`src/hdl/modbus_rtu_master_transaction_top_macros.svh`:
```
// ----------------------------------------------------------------------------
// Modbus RTU master transaction engine: assertion macros
// Clocked, reset-gated assertion helpers used by the top level.
// ----------------------------------------------------------------------------
`ifndef MODBUS_RTU_MASTER_TRANSACTION_TOP_MACROS_SVH
`define MODBUS_RTU_MASTER_TRANSACTION_TOP_MACROS_SVH

// Same-cycle implication, checked on every rising edge outside reset.
`define MRM_ASSERT_IMP(lbl, ante, cons, msg) \
  lbl: assert property (@(posedge clk) disable iff (rst) (ante) |-> (cons)) \
    else $error(msg);

// Next-cycle implication, checked on every rising edge outside reset.
`define MRM_ASSERT_NXT(lbl, ante, cons, msg) \
  lbl: assert property (@(posedge clk) disable iff (rst) (ante) |=> (cons)) \
    else $error(msg);

`endif

```
`src/hdl/mrm_pkg.sv`:
```
// ----------------------------------------------------------------------------
// Modbus RTU master package
// Shared types, codes and the byte-wide CRC-16 update.
// ----------------------------------------------------------------------------
package mrm_pkg;

  localparam int MAX_QUANTITY_DEFAULT = 123;

  localparam int CFG_INDEX_W = 1;
  localparam int CFG_DATA_W  = 16;

  localparam logic [CFG_INDEX_W-1:0] REG_FIRST_BYTE_TIMEOUT = 1'd0;
  localparam logic [CFG_INDEX_W-1:0] REG_INTER_BYTE_TIMEOUT = 1'd1;

  localparam logic [15:0] FIRST_BYTE_TIMEOUT_RESET = 16'd250;
  localparam logic [15:0] INTER_BYTE_TIMEOUT_RESET = 16'd60;

  localparam logic [1:0] ACT_START = 2'd0;
  localparam logic [1:0] ACT_BYTE  = 2'd1;
  localparam logic [1:0] ACT_TICK  = 2'd2;

  localparam logic [1:0] KIND_TX     = 2'd0;
  localparam logic [1:0] KIND_REG    = 2'd1;
  localparam logic [1:0] KIND_STATUS = 2'd2;

  localparam logic [2:0] ST_OK      = 3'd0;
  localparam logic [2:0] ST_BADARG  = 3'd1;
  localparam logic [2:0] ST_TIMEOUT = 3'd2;
  localparam logic [2:0] ST_CRC     = 3'd3;
  localparam logic [2:0] ST_PROTO   = 3'd4;
  localparam logic [2:0] ST_EXC     = 3'd5;

  localparam logic [7:0]  FC_READ    = 8'h03;
  localparam logic [7:0]  FC_WRITE   = 8'h06;
  localparam logic [7:0]  FC_EXC_BIT = 8'h80;
  localparam logic [15:0] CRC_SEED   = 16'hFFFF;
  localparam logic [15:0] CRC_POLY   = 16'hA001;
  localparam logic [15:0] TICKS_MAX  = 16'hFFFF;

  typedef enum logic [1:0] {
    PH_IDLE,
    PH_RX,
    PH_EXC
  } phase_e_t;

  typedef enum logic [1:0] {
    GRP_FRAME,
    GRP_REG,
    GRP_STATUS
  } grp_kind_t;

  typedef struct packed {
    logic [1:0]  action;
    logic [7:0]  slave_address;
    logic        op_select;
    logic [15:0] register_address;
    logic [6:0]  register_count;
    logic [15:0] write_value;
    logic [7:0]  rx_byte;
  } item_t;

  // One group of results handed from the engine to the emitter.
  typedef struct packed {
    grp_kind_t       kind;
    logic [5:0][7:0] frame;
    logic [15:0]     value;
    logic [6:0]      index;
    logic [2:0]      status;
    logic [7:0]      exc;
  } grp_t;

  // Reflected CRC-16 update over one byte, one shift per bit.
  function automatic logic [15:0] crc_feed(input logic [15:0] crc, input logic [7:0] b);
    logic [15:0] c;
    c = crc ^ {8'd0, b};
    for (int i = 0; i < 8; i++) begin
      if (c[0]) begin
        c = (c >> 1) ^ CRC_POLY;
      end else begin
        c = c >> 1;
      end
    end
    return c;
  endfunction

endpackage

```
`src/hdl/mrm_cmd_if.sv`:
```
// ----------------------------------------------------------------------------
// Modbus RTU master command channel
// Valid/ready channel carrying one input item.
// ----------------------------------------------------------------------------
interface mrm_cmd_if;
  logic        valid;
  logic        ready;
  logic [1:0]  action;
  logic [7:0]  slave_address;
  logic        op_select;
  logic [15:0] register_address;
  logic [6:0]  register_count;
  logic [15:0] write_value;
  logic [7:0]  rx_byte;

  modport source (
    output valid, action, slave_address, op_select, register_address,
           register_count, write_value, rx_byte,
    input  ready
  );

  modport sink (
    input  valid, action, slave_address, op_select, register_address,
           register_count, write_value, rx_byte,
    output ready
  );
endinterface

```
`src/hdl/mrm_res_if.sv`:
```
// ----------------------------------------------------------------------------
// Modbus RTU master result channel
// Valid/ready channel carrying one result item.
// ----------------------------------------------------------------------------
interface mrm_res_if;
  logic        valid;
  logic        ready;
  logic [1:0]  kind;
  logic [7:0]  tx_byte;
  logic [15:0] reg_value;
  logic [6:0]  reg_index;
  logic [2:0]  status;
  logic [7:0]  exception_code;
  logic        last;

  modport source (
    output valid, kind, tx_byte, reg_value, reg_index, status, exception_code, last,
    input  ready
  );

  modport sink (
    input  valid, kind, tx_byte, reg_value, reg_index, status, exception_code, last,
    output ready
  );
endinterface

```
`src/hdl/mrm_inreg.sv`:
```
// ----------------------------------------------------------------------------
// Modbus RTU master input register
// Holds one accepted item until the engine takes it.
// ----------------------------------------------------------------------------
module mrm_inreg (
  input  logic          clk,
  input  logic          rst,
  mrm_cmd_if.sink       cmd,
  output logic          item_valid,
  output mrm_pkg::item_t item,
  input  logic          take
);

  logic accept;

  assign cmd.ready = !item_valid || take;
  assign accept    = cmd.valid && cmd.ready;

  always_ff @(posedge clk) begin
    if (rst) begin
      item_valid <= 1'b0;
    end else if (accept) begin
      item_valid <= 1'b1;
    end else if (take) begin
      item_valid <= 1'b0;
    end
  end

  always_ff @(posedge clk) begin
    if (accept) begin
      item.action           <= cmd.action;
      item.slave_address    <= cmd.slave_address;
      item.op_select        <= cmd.op_select;
      item.register_address <= cmd.register_address;
      item.register_count   <= cmd.register_count;
      item.write_value      <= cmd.write_value;
      item.rx_byte          <= cmd.rx_byte;
    end
  end

endmodule

```
`src/hdl/mrm_engine.sv`:
```
// ----------------------------------------------------------------------------
// Modbus RTU master transaction engine
// Protocol state, response checks, timeouts and configuration registers.
// ----------------------------------------------------------------------------
module mrm_engine #(
  parameter int MAX_QUANTITY = mrm_pkg::MAX_QUANTITY_DEFAULT
) (
  input  logic                                clk,
  input  logic                                rst,
  input  logic                                cfg_write,
  input  logic [mrm_pkg::CFG_INDEX_W-1:0]     cfg_index,
  input  logic [mrm_pkg::CFG_DATA_W-1:0]      cfg_data,
  input  logic                                item_valid,
  input  mrm_pkg::item_t                      item,
  output logic                                take,
  input  logic                                grp_free,
  output logic                                grp_load,
  output mrm_pkg::grp_t                       grp
);

  localparam logic [6:0] MaxQuantity = 7'(MAX_QUANTITY);

  logic [15:0] first_byte_timeout;
  logic [15:0] inter_byte_timeout;

  mrm_pkg::phase_e_t phase, phase_next;
  logic [15:0] running_crc, running_crc_next;
  logic [7:0]  byte_counter, byte_counter_next;
  logic [15:0] idle_ticks, idle_ticks_next;
  logic [7:0]  target_slave, target_slave_next;
  logic        op_is_write, op_is_write_next;
  logic [6:0]  expected_count, expected_count_next;
  logic [15:0] target_address, target_address_next;
  logic [15:0] target_value, target_value_next;
  logic [7:0]  held_byte, held_byte_next;
  logic [7:0]  response_code, response_code_next;

  // Decision flags shared by the next-state and output blocks.
  logic        fin;
  logic [2:0]  fin_status;
  logic [7:0]  fin_exc;
  logic        emit_frame;
  logic        emit_reg;
  logic [15:0] reg_value;
  logic [6:0]  reg_index;

  logic [7:0]  b;
  logic [7:0]  fc;
  logic [7:0]  nbytes;
  logic [8:0]  rd_end;
  logic [7:0]  k;
  logic [15:0] crc_fed;
  logic [15:0] ticks_inc;
  logic [15:0] limit;
  logic [15:0] operand;
  logic        bad_count;

  assign take = item_valid && grp_free;

  assign b         = item.rx_byte;
  assign fc        = op_is_write ? mrm_pkg::FC_WRITE : mrm_pkg::FC_READ;
  assign nbytes    = {expected_count, 1'b0};
  assign rd_end    = 9'd3 + {1'b0, nbytes};
  assign k         = byte_counter - 8'd3;
  assign crc_fed   = mrm_pkg::crc_feed(running_crc, b);
  assign ticks_inc = (idle_ticks != mrm_pkg::TICKS_MAX) ? idle_ticks + 16'd1 : idle_ticks;
  assign limit     = (byte_counter == 8'd0) ? first_byte_timeout : inter_byte_timeout;
  assign operand   = item.op_select ? item.write_value : {9'd0, item.register_count};
  assign bad_count = !item.op_select &&
                     ((item.register_count == 7'd0) || (item.register_count > MaxQuantity));

  // Next state and decision flags.
  always_comb begin
    phase_next          = phase;
    running_crc_next    = running_crc;
    byte_counter_next   = byte_counter;
    idle_ticks_next     = idle_ticks;
    target_slave_next   = target_slave;
    op_is_write_next    = op_is_write;
    expected_count_next = expected_count;
    target_address_next = target_address;
    target_value_next   = target_value;
    held_byte_next      = held_byte;
    response_code_next  = response_code;
    fin        = 1'b0;
    fin_status = mrm_pkg::ST_OK;
    fin_exc    = 8'd0;
    emit_frame = 1'b0;
    emit_reg   = 1'b0;
    reg_value  = {held_byte, b};
    reg_index  = k[7:1];

    case (item.action)
      mrm_pkg::ACT_START: begin
        if (bad_count) begin
          fin        = 1'b1;
          fin_status = mrm_pkg::ST_BADARG;
        end else begin
          emit_frame          = 1'b1;
          target_slave_next   = item.slave_address;
          op_is_write_next    = item.op_select;
          target_address_next = item.register_address;
          target_value_next   = item.write_value;
          expected_count_next = item.op_select ? 7'd0 : item.register_count;
          phase_next          = mrm_pkg::PH_RX;
          running_crc_next    = mrm_pkg::CRC_SEED;
          byte_counter_next   = 8'd0;
          idle_ticks_next     = 16'd0;
          held_byte_next      = 8'd0;
          response_code_next  = 8'd0;
        end
      end
      mrm_pkg::ACT_BYTE: begin
        if (phase != mrm_pkg::PH_IDLE) begin
          idle_ticks_next   = 16'd0;
          byte_counter_next = byte_counter + 8'd1;
          if (byte_counter == 8'd0) begin
            running_crc_next = crc_fed;
            if (b != target_slave) begin
              fin        = 1'b1;
              fin_status = mrm_pkg::ST_PROTO;
            end
          end else if (byte_counter == 8'd1) begin
            running_crc_next   = crc_fed;
            response_code_next = b;
            if (b == (fc | mrm_pkg::FC_EXC_BIT)) begin
              phase_next = mrm_pkg::PH_EXC;
            end else if (b != fc) begin
              fin        = 1'b1;
              fin_status = mrm_pkg::ST_PROTO;
            end
          end else if (phase == mrm_pkg::PH_EXC) begin
            if (byte_counter == 8'd2) begin
              running_crc_next   = crc_fed;
              response_code_next = b;
            end else if (byte_counter == 8'd3) begin
              held_byte_next = b;
            end else begin
              fin = 1'b1;
              if ({b, held_byte} == running_crc) begin
                fin_status = mrm_pkg::ST_EXC;
                fin_exc    = response_code;
              end else begin
                fin_status = mrm_pkg::ST_CRC;
              end
            end
          end else if (!op_is_write) begin
            if (byte_counter == 8'd2) begin
              running_crc_next = crc_fed;
              if (b != nbytes) begin
                fin        = 1'b1;
                fin_status = mrm_pkg::ST_PROTO;
              end
            end else if ({1'b0, byte_counter} < rd_end) begin
              running_crc_next = crc_fed;
              if (!k[0]) begin
                held_byte_next = b;
              end else begin
                emit_reg = 1'b1;
              end
            end else if ({1'b0, byte_counter} == rd_end) begin
              held_byte_next = b;
            end else begin
              fin        = 1'b1;
              fin_status = ({b, held_byte} == running_crc) ? mrm_pkg::ST_OK
                                                            : mrm_pkg::ST_CRC;
            end
          end else begin
            if ((byte_counter == 8'd2) || (byte_counter == 8'd4)) begin
              running_crc_next = crc_fed;
              held_byte_next   = b;
            end else if ((byte_counter == 8'd3) || (byte_counter == 8'd5)) begin
              running_crc_next = crc_fed;
              if ({held_byte, b} !=
                  ((byte_counter == 8'd3) ? target_address : target_value)) begin
                fin        = 1'b1;
                fin_status = mrm_pkg::ST_PROTO;
              end
            end else if (byte_counter == 8'd6) begin
              held_byte_next = b;
            end else begin
              fin        = 1'b1;
              fin_status = ({b, held_byte} == running_crc) ? mrm_pkg::ST_OK
                                                            : mrm_pkg::ST_CRC;
            end
          end
        end
      end
      mrm_pkg::ACT_TICK: begin
        if (phase != mrm_pkg::PH_IDLE) begin
          idle_ticks_next = ticks_inc;
          if ((limit != 16'd0) && (ticks_inc >= limit)) begin
            fin        = 1'b1;
            fin_status = mrm_pkg::ST_TIMEOUT;
          end
        end
      end
      default: begin
      end
    endcase

    if (fin) begin
      phase_next = mrm_pkg::PH_IDLE;
    end
  end

  // Result group handed to the emitter.
  always_comb begin
    grp_load   = take && (fin || emit_frame || emit_reg);
    grp.kind   = mrm_pkg::GRP_STATUS;
    grp.frame  = '0;
    grp.value  = 16'd0;
    grp.index  = 7'd0;
    grp.status = fin_status;
    grp.exc    = fin_exc;
    if (emit_frame) begin
      grp.kind     = mrm_pkg::GRP_FRAME;
      grp.frame[0] = item.slave_address;
      grp.frame[1] = item.op_select ? mrm_pkg::FC_WRITE : mrm_pkg::FC_READ;
      grp.frame[2] = item.register_address[15:8];
      grp.frame[3] = item.register_address[7:0];
      grp.frame[4] = operand[15:8];
      grp.frame[5] = operand[7:0];
    end else if (emit_reg) begin
      grp.kind  = mrm_pkg::GRP_REG;
      grp.value = reg_value;
      grp.index = reg_index;
    end
  end

  always_ff @(posedge clk) begin
    if (rst) begin
      first_byte_timeout <= mrm_pkg::FIRST_BYTE_TIMEOUT_RESET;
      inter_byte_timeout <= mrm_pkg::INTER_BYTE_TIMEOUT_RESET;
    end else if (cfg_write) begin
      unique case (cfg_index)
        mrm_pkg::REG_FIRST_BYTE_TIMEOUT: first_byte_timeout <= cfg_data;
        mrm_pkg::REG_INTER_BYTE_TIMEOUT: inter_byte_timeout <= cfg_data;
      endcase
    end
  end

  always_ff @(posedge clk) begin
    if (rst) begin
      phase          <= mrm_pkg::PH_IDLE;
      running_crc    <= mrm_pkg::CRC_SEED;
      byte_counter   <= 8'd0;
      idle_ticks     <= 16'd0;
      target_slave   <= 8'd0;
      op_is_write    <= 1'b0;
      expected_count <= 7'd0;
      target_address <= 16'd0;
      target_value   <= 16'd0;
      held_byte      <= 8'd0;
      response_code  <= 8'd0;
    end else if (take) begin
      phase          <= phase_next;
      running_crc    <= running_crc_next;
      byte_counter   <= byte_counter_next;
      idle_ticks     <= idle_ticks_next;
      target_slave   <= target_slave_next;
      op_is_write    <= op_is_write_next;
      expected_count <= expected_count_next;
      target_address <= target_address_next;
      target_value   <= target_value_next;
      held_byte      <= held_byte_next;
      response_code  <= response_code_next;
    end
  end

endmodule

```
`src/hdl/mrm_emitter.sv`:
```
// ----------------------------------------------------------------------------
// Modbus RTU master result emitter
// Holds one result group and sends it out one item per cycle while res is
// ready; the request frame's CRC is built a byte at a time as it goes out.
// ----------------------------------------------------------------------------
module mrm_emitter (
  input  logic          clk,
  input  logic          rst,
  input  logic          grp_load,
  input  mrm_pkg::grp_t grp,
  output logic          grp_free,
  mrm_res_if.source     res
);

  logic          busy;
  mrm_pkg::grp_t grp_q;
  logic [2:0]    idx;
  logic [15:0]   frame_crc;
  logic [7:0]    tx_cur;
  logic          is_frame;
  logic          grp_last;
  logic          fire;

  assign is_frame = (grp_q.kind == mrm_pkg::GRP_FRAME);
  assign grp_last = !is_frame || (idx == 3'd7);
  assign fire     = busy && res.ready;
  assign grp_free = !busy || (fire && grp_last);

  always_comb begin
    case (idx)
      3'd6:    tx_cur = frame_crc[7:0];
      3'd7:    tx_cur = frame_crc[15:8];
      default: tx_cur = grp_q.frame[idx];
    endcase
  end

  always_ff @(posedge clk) begin
    if (rst) begin
      busy <= 1'b0;
      idx  <= 3'd0;
    end else if (grp_load) begin
      busy <= 1'b1;
      idx  <= 3'd0;
    end else if (fire && grp_last) begin
      busy <= 1'b0;
    end else if (fire) begin
      idx <= idx + 3'd1;
    end
  end

  always_ff @(posedge clk) begin
    if (grp_load) begin
      grp_q     <= grp;
      frame_crc <= mrm_pkg::CRC_SEED;
    end else if (fire && is_frame && (idx < 3'd6)) begin
      frame_crc <= mrm_pkg::crc_feed(frame_crc, tx_cur);
    end
  end

  always_comb begin
    res.valid          = busy;
    res.kind           = mrm_pkg::KIND_STATUS;
    res.tx_byte        = 8'd0;
    res.reg_value      = 16'd0;
    res.reg_index      = 7'd0;
    res.status         = 3'd0;
    res.exception_code = 8'd0;
    res.last           = grp_last;
    case (grp_q.kind)
      mrm_pkg::GRP_FRAME: begin
        res.kind    = mrm_pkg::KIND_TX;
        res.tx_byte = tx_cur;
      end
      mrm_pkg::GRP_REG: begin
        res.kind      = mrm_pkg::KIND_REG;
        res.reg_value = grp_q.value;
        res.reg_index = grp_q.index;
      end
      default: begin
        res.kind           = mrm_pkg::KIND_STATUS;
        res.status         = grp_q.status;
        res.exception_code = grp_q.exc;
      end
    endcase
  end

endmodule

```
`src/hdl/modbus_rtu_master_transaction_top.sv`:
```
// ----------------------------------------------------------------------------
// Modbus RTU master transaction engine, top level
// Builds read-holding-register and write-single-register requests and checks
// the slave's response byte by byte.
// ----------------------------------------------------------------------------
// Use: items enter on cmd (valid/ready) and results leave on res (valid/ready).
// An item is a start request, one received bus byte or one time tick. A
// start gives eight transmit-byte results, CRC low byte first, or a single
// bad-argument status; a received byte gives at most one register value or
// one final status; a tick gives at most a timeout status.
// Throughput: one item per cycle while each item yields at most one result
// and res is ready; a start holds the result register while its eight-byte
// frame drains, and the next item waits in the input register meanwhile.
// The timeout limits are written on cfg_write/cfg_index/cfg_data, by the user
// only while idle; the block does not enforce it. Reset (rst, synchronous)
// empties both registers, returns the engine to idle and reloads the timeout
// limits with 250 and 60 ticks. When res stalls, the current result holds
// steady, one more item is taken into the input register and then cmd.ready
// drops until res moves again.
// ----------------------------------------------------------------------------
`include "modbus_rtu_master_transaction_top_macros.svh"

module modbus_rtu_master_transaction_top #(
  parameter int MAX_QUANTITY = mrm_pkg::MAX_QUANTITY_DEFAULT
) (
  input  logic                            clk,
  input  logic                            rst,
  input  logic                            cfg_write,
  input  logic [mrm_pkg::CFG_INDEX_W-1:0] cfg_index,
  input  logic [mrm_pkg::CFG_DATA_W-1:0]  cfg_data,
  mrm_cmd_if.sink                         cmd,
  mrm_res_if.source                       res
);

  // Input register to engine.
  logic           item_valid;
  mrm_pkg::item_t item;
  logic           take;

  // Engine to emitter.
  logic           grp_free;
  logic           grp_load;
  mrm_pkg::grp_t  grp;

  // The input register parts the command side from the engine, so a new item
  // can be taken while the emitter is still delivering earlier results.
  mrm_inreg u_inreg (
    .clk        (clk),
    .rst        (rst),
    .cmd        (cmd),
    .item_valid (item_valid),
    .item       (item),
    .take       (take)
  );

  // The engine acts on the held item only when the emitter can take the
  // whole group of results that the item causes.
  mrm_engine #(
    .MAX_QUANTITY (MAX_QUANTITY)
  ) u_engine (
    .clk        (clk),
    .rst        (rst),
    .cfg_write  (cfg_write),
    .cfg_index  (cfg_index),
    .cfg_data   (cfg_data),
    .item_valid (item_valid),
    .item       (item),
    .take       (take),
    .grp_free   (grp_free),
    .grp_load   (grp_load),
    .grp        (grp)
  );

  // The emitter is the result register; frames drain one byte per cycle while res is ready.
  mrm_emitter u_emitter (
    .clk      (clk),
    .rst      (rst),
    .grp_load (grp_load),
    .grp      (grp),
    .grp_free (grp_free),
    .res      (res)
  );

  // A group is never loaded over one whose results are still undelivered.
  `MRM_ASSERT_IMP(a_load_when_free, grp_load, grp_free, "result group overwritten")

  // Register values and statuses are always the only result of their item.
  `MRM_ASSERT_IMP(a_single_is_last, res.valid && (res.kind != mrm_pkg::KIND_TX), res.last, "single result without last")

  // A loaded frame starts on the result channel with the slave address.
  `MRM_ASSERT_NXT(a_frame_head, grp_load && (grp.kind == mrm_pkg::GRP_FRAME), res.valid && (res.kind == mrm_pkg::KIND_TX) && (res.tx_byte == $past(grp.frame[0])), "frame does not start with slave address")

endmodule
```
`src/flat_wrapper.sv`:
```
// flat-port wrapper written by rule: the top's interface ports become plain ports
module modbus_rtu_master_transaction_top_flat 
#(
  parameter int MAX_QUANTITY = mrm_pkg::MAX_QUANTITY_DEFAULT
)
  (clk, rst, cfg_write, cfg_index, cfg_data, cmd_valid, cmd_action, cmd_slave_address, cmd_op_select, cmd_register_address, cmd_register_count, cmd_write_value, cmd_rx_byte, cmd_ready, res_valid, res_kind, res_tx_byte, res_reg_value, res_reg_index, res_status, res_exception_code, res_last, res_ready);
  mrm_cmd_if cmd_i ();
  mrm_res_if res_i ();
  input  logic clk;
  input  logic rst;
  input  logic cfg_write;
  input  logic [mrm_pkg::CFG_INDEX_W-1:0] cfg_index;
  input  logic [mrm_pkg::CFG_DATA_W-1:0] cfg_data;
  input wire logic [$bits(cmd_i.valid)-1:0] cmd_valid;
  input wire logic [$bits(cmd_i.action)-1:0] cmd_action;
  input wire logic [$bits(cmd_i.slave_address)-1:0] cmd_slave_address;
  input wire logic [$bits(cmd_i.op_select)-1:0] cmd_op_select;
  input wire logic [$bits(cmd_i.register_address)-1:0] cmd_register_address;
  input wire logic [$bits(cmd_i.register_count)-1:0] cmd_register_count;
  input wire logic [$bits(cmd_i.write_value)-1:0] cmd_write_value;
  input wire logic [$bits(cmd_i.rx_byte)-1:0] cmd_rx_byte;
  output wire logic [$bits(cmd_i.ready)-1:0] cmd_ready;
  output wire logic [$bits(res_i.valid)-1:0] res_valid;
  output wire logic [$bits(res_i.kind)-1:0] res_kind;
  output wire logic [$bits(res_i.tx_byte)-1:0] res_tx_byte;
  output wire logic [$bits(res_i.reg_value)-1:0] res_reg_value;
  output wire logic [$bits(res_i.reg_index)-1:0] res_reg_index;
  output wire logic [$bits(res_i.status)-1:0] res_status;
  output wire logic [$bits(res_i.exception_code)-1:0] res_exception_code;
  output wire logic [$bits(res_i.last)-1:0] res_last;
  input wire logic [$bits(res_i.ready)-1:0] res_ready;
  assign cmd_i.valid = cmd_valid;
  assign cmd_i.action = cmd_action;
  assign cmd_i.slave_address = cmd_slave_address;
  assign cmd_i.op_select = cmd_op_select;
  assign cmd_i.register_address = cmd_register_address;
  assign cmd_i.register_count = cmd_register_count;
  assign cmd_i.write_value = cmd_write_value;
  assign cmd_i.rx_byte = cmd_rx_byte;
  assign cmd_ready = cmd_i.ready;
  assign res_valid = res_i.valid;
  assign res_kind = res_i.kind;
  assign res_tx_byte = res_i.tx_byte;
  assign res_reg_value = res_i.reg_value;
  assign res_reg_index = res_i.reg_index;
  assign res_status = res_i.status;
  assign res_exception_code = res_i.exception_code;
  assign res_last = res_i.last;
  assign res_i.ready = res_ready;
  modbus_rtu_master_transaction_top #(.MAX_QUANTITY(MAX_QUANTITY)) u_core (.clk(clk), .rst(rst), .cfg_write(cfg_write), .cfg_index(cfg_index), .cfg_data(cfg_data), .cmd(cmd_i), .res(res_i));
endmodule
```
`config.mk`:
```
export PLATFORM = sky130hd
export DESIGN_NAME = modbus_rtu_master_transaction_top_flat
export DESIGN_NICKNAME = d
export VERILOG_FILES = /design/src/hdl/mrm_pkg.sv /design/src/hdl/mrm_cmd_if.sv /design/src/hdl/mrm_res_if.sv /design/src/hdl/mrm_inreg.sv /design/src/hdl/mrm_engine.sv /design/src/hdl/mrm_emitter.sv /design/src/hdl/modbus_rtu_master_transaction_top.sv /design/src/flat_wrapper.sv
export VERILOG_INCLUDE_DIRS = /design/src /design/src/hdl
export SDC_FILE = /design/constraint.sdc
export NUM_CORES = 1
export LEC_CHECK = 0
export BUFFER_PORTS_ARGS = -buffer_cell sky130_fd_sc_hd__buf_4
export CAP_MARGIN = 25
export CORE_MARGIN = 2
export CORE_UTILIZATION = 45
export DETAILED_ROUTE_END_ITERATION = 16
export PLACE_DENSITY_LB_ADDON = 0.25
export REMOVE_ABC_BUFFERS = 1
export SYNTH_ARGS = -nofsm -noshare
export SYNTH_HDL_FRONTEND = slang
export SYNTH_HIERARCHICAL = 1
export SYNTH_SLANG_ARGS = --single-unit
```
`constraint.sdc`:
```
create_clock -name clk -period 15.2 [get_ports clk]
set_input_delay 3.04 -clock clk [delete_from_list [all_inputs] [get_ports clk]]
set_output_delay 3.04 -clock clk [all_outputs]
set_load 0.02 [all_outputs]
```
==> impl_metrics.csv, run 1 <==
group,metric,value,unit
worst_setup_path,critPathLaunchType,"primary input",
clock_tree,cts_sinks,301,
synth,synth_edf_count,142,
synth,netlist_area,15040,µm²
synth,yosysWarningCount,6,
cells_and_area,layout_common_cells,"nand2_1, dfxtp_1, buf_4, edfxtp_1, a21oi_1",
placed_design,dpl.hpwl,27210,µm
power_and_ir_drop,vdd_ir_drop_max,0.07353,mV
clock_tree,cts_root_buf,"clkbuf_16",
timing,fin_setup_tns,0,ns
placed_design,place.gp.congestion,0.8741,
timing,hold_viol,0,
cells_and_area,largest_register_ffs,84,
clock_tree,cts_resized,0,
worst_setup_path,crit_required,12.16,ns
cells_and_area,layout_commonest_cell,"nand2_1",
timing,report.final.setup_viol,0,
die,die_area,34910,µm²
global_route,grtUsageTotal,21.58,%
power_and_ir_drop,power.leakage,0.006519,µW
timing,slew_violations,0,
clock_tree,cts_setup_buffers,0,
outcome,outcome,"finished clean",
detailed_routing,ant_nets,0,
die,die_h,186.8,µm
clock_tree,insertion_delay,0.51,ns
timing,finalCritPeriodShare,47.10,%
cells_and_area,final_nets,1763,
die,initial_core_util,46.01,%
global_route,grt_antenna_before_repair,1,
timing,max_slew_margin,27.44,%
detailed_routing,firstDrtPassIters,5,
worst_setup_path,crit_path_end_kind,"output pin",
die,pin_count,127,
timing,worst_slew_pin_slew,1.078,ns
cells_and_area,largest-register,"u_core/u_emitter/grp_q",
clock_tree,htreeDepth,2,
cells_and_area,final_layout_size_suffix_gt1_share,13.86,%
timing,fmax,139.7,MHz
synth,async_flop_share,0,%
hold_path,hp-class,"reg -> reg",
worst_setup_path,arrival,4.12,ns
timing,fin_skew,0.01764,ns
clock_tree,cts_max_path_buffers,3,
synth,avgSynthCellArea,9.619,µm²
job,cap_violations,0,
global_route,grt_pass1_wl,60490,µm
worst_setup_path,path_max_fanout,6,
global_route,grt_pass1_vias,11190,
detailed_routing,dr_total_vias,11680,
detailed_routing,wl,38440,µm
detailed_routing,wire_per_inst,18.16,µm
clock_tree,path_clk_slew,0.05,ns
die,core,32700,µm²
power_and_ir_drop,p_per_area,109.0,nW/µm²
synth,ys.flop_type,"dfxtp_1",
die,die_w,186.8,µm
placed_design,numPortBuffers,126,
clock_tree,hold_buffers,0,
cells_and_area,area.growth.synth_to_final,15.67,%
synth,ys_seq_area_share,49.50,%
detailed_routing,drc,0,
clock_tree,cts_tree,"done",
global_route,grt_max_degree,71,
placed_design,place_area,16230,µm²
global_route,grt-ovfl-total,0,
timing,fin_crit,7.159,ns
synth,ys_ff_latch,301,
detailed_routing,drt-initial-drc-count,859,
detailed_routing,vias_per_cell,5.518,
worst_setup_path,crit_type,"in -> out",
cells_and_area,reg_top3,"u_core/u_emitter/grp_q x84, u_core/u_inreg/item x58",
synth,synth_cell_type_count,83,
timing,rsz0062_at_grt,"false",
cells_and_area,n_antenna_cell,0,
synth,syn_inst,1564,
clock_tree,cts_buffers,35,
die,rows,66,
cells_and_area,stdcell_area,17400,µm²
[area by class of cell]
class / count / area, µm²
repair buffers: 143 / 1070
clock buffers: 48 / 985.9
flip-flops and latches: 301 / 7447
fillers: 3011 / 15300
well taps: 442 / 553.0
clock inverters: 16 / 178.9
multi-input cells: 1139 / 7066
inverters: 27 / 101.3
[final timing paths]
kind | start | slack [ns] | end | depth (start not counted)
setup / recovery | res_ready | 8.04 | cmd_ready | 7
hold reg to reg | u_core/u_engine/target_slave[1]$_SDFFE_PP0P_ | 0.47 | u_core/u_engine/target_slave[1]$_SDFFE_PP0P_ | 2
hold / removal | u_core/u_engine/target_slave[1]$_SDFFE_PP0P_ | 0.47 | u_core/u_engine/target_slave[1]$_SDFFE_PP0P_ | 2
setup reg to reg | u_core/u_engine/idle_ticks[2]$_SDFFE_PP0P_ | 9.65 | u_core/u_emitter/grp_q[37]$_DFFE_PP_ | 17
[cell families after synthesis]
family	Yosys count	synth area share (%)
compound gates	300	12.57
simple gates	645	21.42
fa+ha+maj	36	2.994
xor+xnor	108	6.545
buf+inv	128	3.726
other cells	1	0.02493
mux	45	3.219
flops	301	49.50
[metal layers]
layer  GRT usage (%)  vias up  wire length (µm)
li1                -     5693                 -
met1           30.48     5524             17440
met2           34.37      405             17360
met3           3.715       55              2775
met4           5.678        0               854
met5               0        -                 0
[report_power, final]
part,switching [µW],internal [µW]
clock network,331,511
logic,85.1,64.6
registers,26.8,879
total,443,1450
[through the flow]
step	total power (µW)	cells	setup slack, ns	utilization [%]	hold WS, ns
3_5_place_dp	1072	2051	8.073	49.63	0.4619
3_3_place_gp	1069	2049	8.071	49.59	0.4558
4_1_cts	1912	2115	8.068	53.19	0.4689
5_1_grt	1964	2116	7.976	53.21	0.4813
2_1_floorplan	1005	1467	6.375	-	0.4268
6_report	1897	2116	8.041	53.21	0.4691
[critical path, cell delays in order]
cell      delay [ns]
buf_4           0.11
nand2_1         0.07
nand2_1         0.17
nand2_1         0.23
inv_1           0.14
nand2b_4        0.19
buf_4           0.16
[synth_stat cells (all sizes together), types with 3 or more instances]
cell type / number / area, µm²
a211oi: 12 / 100.1
nor3: 27 / 140.1
mux2: 11 / 123.9
and3b: 3 / 26.28
nor3b: 3 / 27.52
buf: 23 / 166.4
inv: 26 / 97.59
a221oi: 5 / 50.04
and4: 5 / 43.79
or2: 7 / 43.79
or3: 7 / 43.79
o211ai: 7 / 52.55
a21oi: 140 / 708.2
xor2: 35 / 306.5
dfxtp: 159 / 3183
nand4: 24 / 150.1
and2: 81 / 509.2
o22ai: 15 / 93.84
a2111oi: 5 / 43.79
o2bb2ai: 3 / 32.53
or4: 5 / 37.54
mux2i: 33 / 337.8
nand2b: 19 / 126.4
clkbuf: 78 / 292.8
a22oi: 16 / 120.1
o21bai: 18 / 135.1
ha: 36 / 450.4
a21o: 10 / 75.07
nor2b: 19 / 118.9
and3: 22 / 142.6
nand2: 217 / 822.0
or3b: 3 / 26.28
o21a: 5 / 37.54
xnor2: 71 / 629.4
o31ai: 3 / 22.52
o21ai: 35 / 175.2
nor2: 133 / 501.7
nor4: 29 / 196.4
a211o: 9 / 78.83
nand3b: 15 / 112.6
edfxtp: 142 / 4264
nand3: 21 / 105.1
(Power assumes the default switching activity.)
==> run 2: changes to the inputs <==
Clock period 15.2 ns to 6 ns, I/O delays scaled along.
==> impl_metrics.csv, run 2 (same netlist as run 1, synthesis figures left out) <==
group,metric,value,unit
outcome,outcome,"finished clean",
detailed_routing,drc,0,
clock_tree,cts_sinks,301,
detailed_routing,vias_per_cell,5.566,
clock_tree,cts_tree,"done",
global_route,grt_pass1_wl,61960,µm
clock_tree,insertion_delay,0.51,ns
detailed_routing,wl,39250,µm
cells_and_area,n_antenna_cell,0,
timing,fin_crit,5.315,ns
placed_design,dpl.hpwl,27860,µm
die,die_h,186.8,µm
cells_and_area,layout_common_cells,"nand2_1, dfxtp_1, edfxtp_1",
cells_and_area,area.growth.synth_to_final,15.56,%
clock_tree,cts_max_path_buffers,3,
job,cap_violations,0,
global_route,grt_antenna_before_repair,1,
clock_tree,path_clk_slew,0.06,ns
cells_and_area,final_nets,1762,
cells_and_area,final_layout_size_suffix_gt1_share,13.52,%
cells_and_area,fillers,2955,
worst_setup_path,crit_required,6.34,ns
global_route,grt_max_degree,64,
timing,slew_violations,0,
die,pin_count,127,
clock_tree,cts_resized,0,
worst_setup_path,crit_path_end_kind,"register",
placed_design,numPortBuffers,126,
detailed_routing,ant_nets,0,
die,die_area,34910,µm²
cells_and_area,reg_top3,"u_core/u_emitter/grp_q x84, u_core/u_inreg/item x58",
global_route,grt_pass1_vias,11180,
detailed_routing,firstDrtPassIters,5,
timing,max_slew_margin,33.18,%
power_and_ir_drop,total_power,4757,µW
timing,fmax,188.1,MHz
power_and_ir_drop,vdd_ir_drop_max,0.2070,mV
clock_tree,cts_setup_buffers,0,
cells_and_area,largest_register_ffs,84,
cells_and_area,layout_commonest_cell,"nand2_1",
clock_tree,hold_buffers,0,
detailed_routing,dr_total_vias,11760,
die,core,32700,µm²
timing,finalCritPeriodShare,88.59,%
clock_tree,cts_root_buf,"clkbuf_16",
global_route,grtUsageTotal,22.17,%
worst_setup_path,critPathLaunchType,"register",
timing,fin_skew,0.01113,ns
global_route,grt-ovfl-total,0,
die,initial_core_util,46.01,%
clock_tree,cts_buffers,34,
power_and_ir_drop,p_per_area,273.6,nW/µm²
die,die_w,186.8,µm
worst_setup_path,crit_type,"reg -> reg",
clock_tree,htreeDepth,2,
power_and_ir_drop,power.leakage,0.006498,µW
hold_path,hp-class,"reg -> reg",
worst_setup_path,path_max_fanout,42,
placed_design,place.gp.congestion,0.8846,
cells_and_area,fin_cells,2113,
die,rows,66,
timing,rsz0062_at_grt,"false",
detailed_routing,wire_per_inst,18.57,µm
detailed_routing,drt-initial-drc-count,931,
timing,hold_viol,0,
timing,worst_slew_pin_slew,0.9932,ns
worst_setup_path,arrival,5.65,ns
timing,report.final.setup_viol,0,
cells_and_area,largest-register,"u_core/u_emitter/grp_q",
placed_design,place_inst,2050,
-- run 2: cell count changes in the layout (fill, tap and decap cells not counted), moves of 2 or more --
cell      change
clkinv_1      +5
inv_6         -3
clkbuf_8      -3
buf_4         -3
buf_12        +2
-- run 2: cell type report --
class	count	area [µm²]	area share (%)
Inverter	27	101.3	0.5829
Clock inverter	17	187.7	1.080
Tap cell	442	553.0	3.181
Sequential cell	301	7447	42.84
Timing Repair Buffer	143	1099	6.319
Multi-Input combinational cell	1139	7078	40.71
Clock buffer	44	919.6	5.290
-- run 2: power by group --
part	switching, µW	internal (µW)	total, µW	leakage [µW]
Combinational	210	166	376	0.00332
Clock	820	1260	2080	0.000541
Sequential	77.7	2230	2300	0.00264
-- run 2: final timing paths --
check / to / depth (start not counted) / slack [ns] / from
max: u_core/u_emitter/frame_crc[15]$_SDFFE_PP1P_ / 18 / 0.68 / u_core/u_engine/idle_ticks[2]$_SDFFE_PP0P_
min: u_core/u_engine/target_address[0]$_SDFFE_PP0P_ / 2 / 0.46 / u_core/u_engine/target_address[0]$_SDFFE_PP0P_
max reg2reg: u_core/u_emitter/frame_crc[15]$_SDFFE_PP1P_ / 18 / 0.68 / u_core/u_engine/idle_ticks[2]$_SDFFE_PP0P_
min reg2reg: u_core/u_engine/target_address[0]$_SDFFE_PP0P_ / 2 / 0.46 / u_core/u_engine/target_address[0]$_SDFFE_PP0P_
-- run 2: per-stage QoR --
| step | setup WS, ns | cell area [µm²] | util, % | hold WS, ns | TNS [ns] |
|---|---|---|---|---|---|
| 2_1_floorplan | -2.825 | 14600 | - | 0.4268 | -268.54 |
| 5_1_grt | 0.1691 | 17390 | 53.16 | 0.4761 | 0 |
| 4_1_cts | 0.6467 | 17370 | 53.12 | 0.4656 | 0 |
| 6_report | 0.6848 | 17390 | 53.16 | 0.4635 | 0 |
| 3_5_place_dp | 0.6857 | 16260 | 49.73 | 0.4558 | 0 |
| 3_3_place_gp | 0.8213 | 16250 | 49.69 | 0.4545 | 0 |
-- run 2: critical path, cell delays in order, from the launching register on --
cell,delay (ns)
dfxtp_1,0.43
and4_1,0.28
and4_1,0.30
nand4_1,0.43
nand4_1,0.36
nor2_1,0.12
xor2_1,0.21
ha_1,0.30
a21oi_1,0.16
a21oi_1,0.08
or3_1,0.30
a211oi_1,0.36
nor3_1,0.13
or2_2,0.34
o21bai_1,0.33
a21oi_4,0.30
buf_12,0.29
nor4_1,0.31
a221oi_1,0.08
-- run 2: layer usage --
layer  GRT usage [%]  wire, µm  vias to the layer above
met4           6.532       896                        0
met2           35.23     17900                      401
met3           3.602      2631                       70
li1                -         -                     5667
met1           31.22     17820                     5622
met5               0         0                        -
==> run 3: changes to the inputs <==
Settings changed: RECOVER_POWER from default to 50.
==> impl_metrics.csv, run 3 (same netlist as run 1, synthesis figures left out) <==
group,metric,value,unit
outcome,outcome,"complete, but fails checks",
outcome,violations,"max-capacitance violations, max-slew violations",
detailed_routing,dr_total_vias,11770,
power_and_ir_drop,vdd_ir_drop_max,0.2075,mV
worst_setup_path,path_max_fanout,42,
placed_design,place_area,16260,µm²
clock_tree,cts_sinks,301,
die,rows,66,
worst_setup_path,worstPathCellList,"and4_1 > and4_1 > nand4_1 > nand4_1 > nor2_1 > xor2_1 > ha_1 > a21oi_1 > a21oi_1 > or3_1 > a211oi_1 > nor3_1 > or2_2 > o21bai_1 > a21oi_4 > buf_12 > nor4_1 > a221oi_1",
cells_and_area,largest_register_ffs,84,
cells_and_area,largest-register,"u_core/u_emitter/grp_q",
cells_and_area,stdcell_area,17270,µm²
cells_and_area,fin_cells,2113,
placed_design,place.gp.congestion,0.8846,
worst_setup_path,crit_type,"reg -> reg",
cells_and_area,area.growth.synth_to_final,14.82,%
clock_tree,cts_resized,0,
detailed_routing,ant_nets,0,
power_and_ir_drop,internal-power,3641,µW
clock_tree,htreeDepth,2,
clock_tree,path_clk_slew,0.06,ns
clock_tree,insertion_delay,0.51,ns
cells_and_area,final_layout_size_suffix_gt1_share,11.85,%
worst_setup_path,crit_path_end_kind,"register",
clock_tree,cts_tree,"done",
power_and_ir_drop,comb_power_share,7.7,%
power_and_ir_drop,power.leakage,0.006338,µW
timing,fin_skew,0.01108,ns
worst_setup_path,crit_required,6.34,ns
timing,worst_slew_pin_slew,3.045,ns
die,die_area,34910,µm²
worst_setup_path,crit_path_max_incr_delay,0.43,ns
worst_setup_path,worst-path-buf-inv,1,
detailed_routing,drt-initial-drc-count,1043,
detailed_routing,firstDrtPassIters,8,
timing,fin_setup_tns,0,ns
timing,slew_violations,112,
detailed_routing,wl,39160,µm
clock_tree,hold_buffers,0,
power_and_ir_drop,p_sw,1107,µW
worst_setup_path,crit_slowest_cell,"dfxtp_1",
timing,max_slew_margin,-103.0,%
timing,report.final.setup_viol,0,
clock_tree,cts_buffers,34,
worst_setup_path,critical_path.top_delay_family,"simple AND/OR/NAND/NOR gates",
clock_tree,cts_max_path_buffers,3,
power_and_ir_drop,switching_share,23.31,%
die,die_h,186.8,µm
placed_design,pre_cts_slack,0.6857,ns
cells_and_area,final_nets,1762,
timing,finalCritPeriodShare,88.49,%
cells_and_area,reg_top3,"u_core/u_emitter/grp_q x84, u_core/u_inreg/item x58",
global_route,grtUsageTotal,22.17,%
die,core,32700,µm²
power_and_ir_drop,p_per_area,274.8,nW/µm²
placed_design,numPortBuffers,126,
timing,rsz0062_at_grt,"false",
worst_setup_path,arrival,5.65,ns
global_route,grt_pass1_vias,11180,
hold_path,hp-class,"reg -> reg",
global_route,grt_pass1_wl,61960,µm
detailed_routing,vias_per_cell,5.568,
timing,hold_viol,0,
die,initial_core_util,46.01,%
die,die_w,186.8,µm
global_route,grt_antenna_before_repair,1,
detailed_routing,wire_per_inst,18.53,µm
job,cap_violations,2,
global_route,grt-ovfl-total,0,
clock_tree,cts_root_buf,"clkbuf_16",
placed_design,place_inst,2050,
cells_and_area,layout_common_cells,"nand2_1, dfxtp_1, edfxtp_1",
worst_setup_path,critPathLaunchType,"register",
timing,fin_crit,5.309,ns
die,pin_count,127,
placed_design,dpl.hpwl,27860,µm
detailed_routing,drc,0,
cells_and_area,n_antenna_cell,0,
cells_and_area,layout_commonest_cell,"nand2_1",
timing,fmax,188.3,MHz
global_route,grt_max_degree,64,
timing,fin_ws,0.6905,ns
power_and_ir_drop,pwr-share-seq,48.5,%
clock_tree,cts_setup_buffers,0,
power_and_ir_drop,power_frac_clock,43.7,%
-- run 3: cell types whose count changed in the layout (fill, tap and decap cells not counted) --
cell	previous run	this run
or2_2	5	4
and2_0	0	54
o2111ai_1	1	2
and2_1	80	26
clkbuf_4	0	52
clkbuf_2	0	1
or2_0	0	1
buf_4	139	62
clkbuf_1	8	33
nor3b_2	1	0
o2111ai_2	1	0
nor3b_1	2	3
buf_6	1	0
-- run 3: final timing paths --
check,slack [ns],end,from,cells after the start
worst max register to register,0.69,u_core/u_emitter/frame_crc[15]$_SDFFE_PP1P_,u_core/u_engine/idle_ticks[2]$_SDFFE_PP0P_,18
worst min register to register,0.46,u_core/u_engine/target_address[0]$_SDFFE_PP0P_,u_core/u_engine/target_address[0]$_SDFFE_PP0P_,2
worst min-delay path,0.46,u_core/u_engine/target_address[0]$_SDFFE_PP0P_,u_core/u_engine/target_address[0]$_SDFFE_PP0P_,2
worst max-delay path,0.69,u_core/u_emitter/frame_crc[15]$_SDFFE_PP1P_,u_core/u_engine/idle_ticks[2]$_SDFFE_PP0P_,18
-- run 3: worst register-to-register path: cells and delay by family (launching register included) --
kind            cells  cell delay [ns]
buf+inv             1             0.31
xor+xnor            1             0.21
flops               1             0.43
fa+ha+maj           1             0.30
compound gates      6             1.31
simple gates        9             2.59
-- run 3: area by class of cell --
| type | count | area (µm²) |
|---|---|---|
| inverters | 27 | 101.3 |
| clock inverters | 17 | 187.7 |
| flip-flops and latches | 301 | 7447 |
| repair buffers | 143 | 998.5 |
| clock buffers | 44 | 919.6 |
| fillers | 2993 | 15430 |
| well taps | 442 | 553.0 |
| multi-input cells | 1139 | 7067 |
-- run 3: power by group through the flow --
stage               Clock [µW]  Sequential, µW  Combinational, µW
global route              2190            2310                404
global placement             0            2350                366
floorplan                    0            2310                234
finish                    2080            2300                368
detailed placement           0            2350                372
CTS                       2110            2300                375
-- run 3: per-layer routing --
layer  global-route usage, %  vias to the layer above  routed length (µm)
met5                       0                        -                   0
met4                   6.532                        0                 979
met3                   3.602                       71                2663
met2                   35.23                      404               17770
met1                   31.22                     5617               17740
li1                        -                     5673                   -
-- run 3: through the flow --
stage                     util, %  hold slack (ns)  total power [µW]
after floorplan                 -           0.4268              2547
after global placement      49.69           0.4545              2712
after detailed placement    49.73           0.4558              2719
after CTS                   53.12           0.4656              4791
after global routing        52.82           0.4761              4904
final                       52.82           0.4649              4748
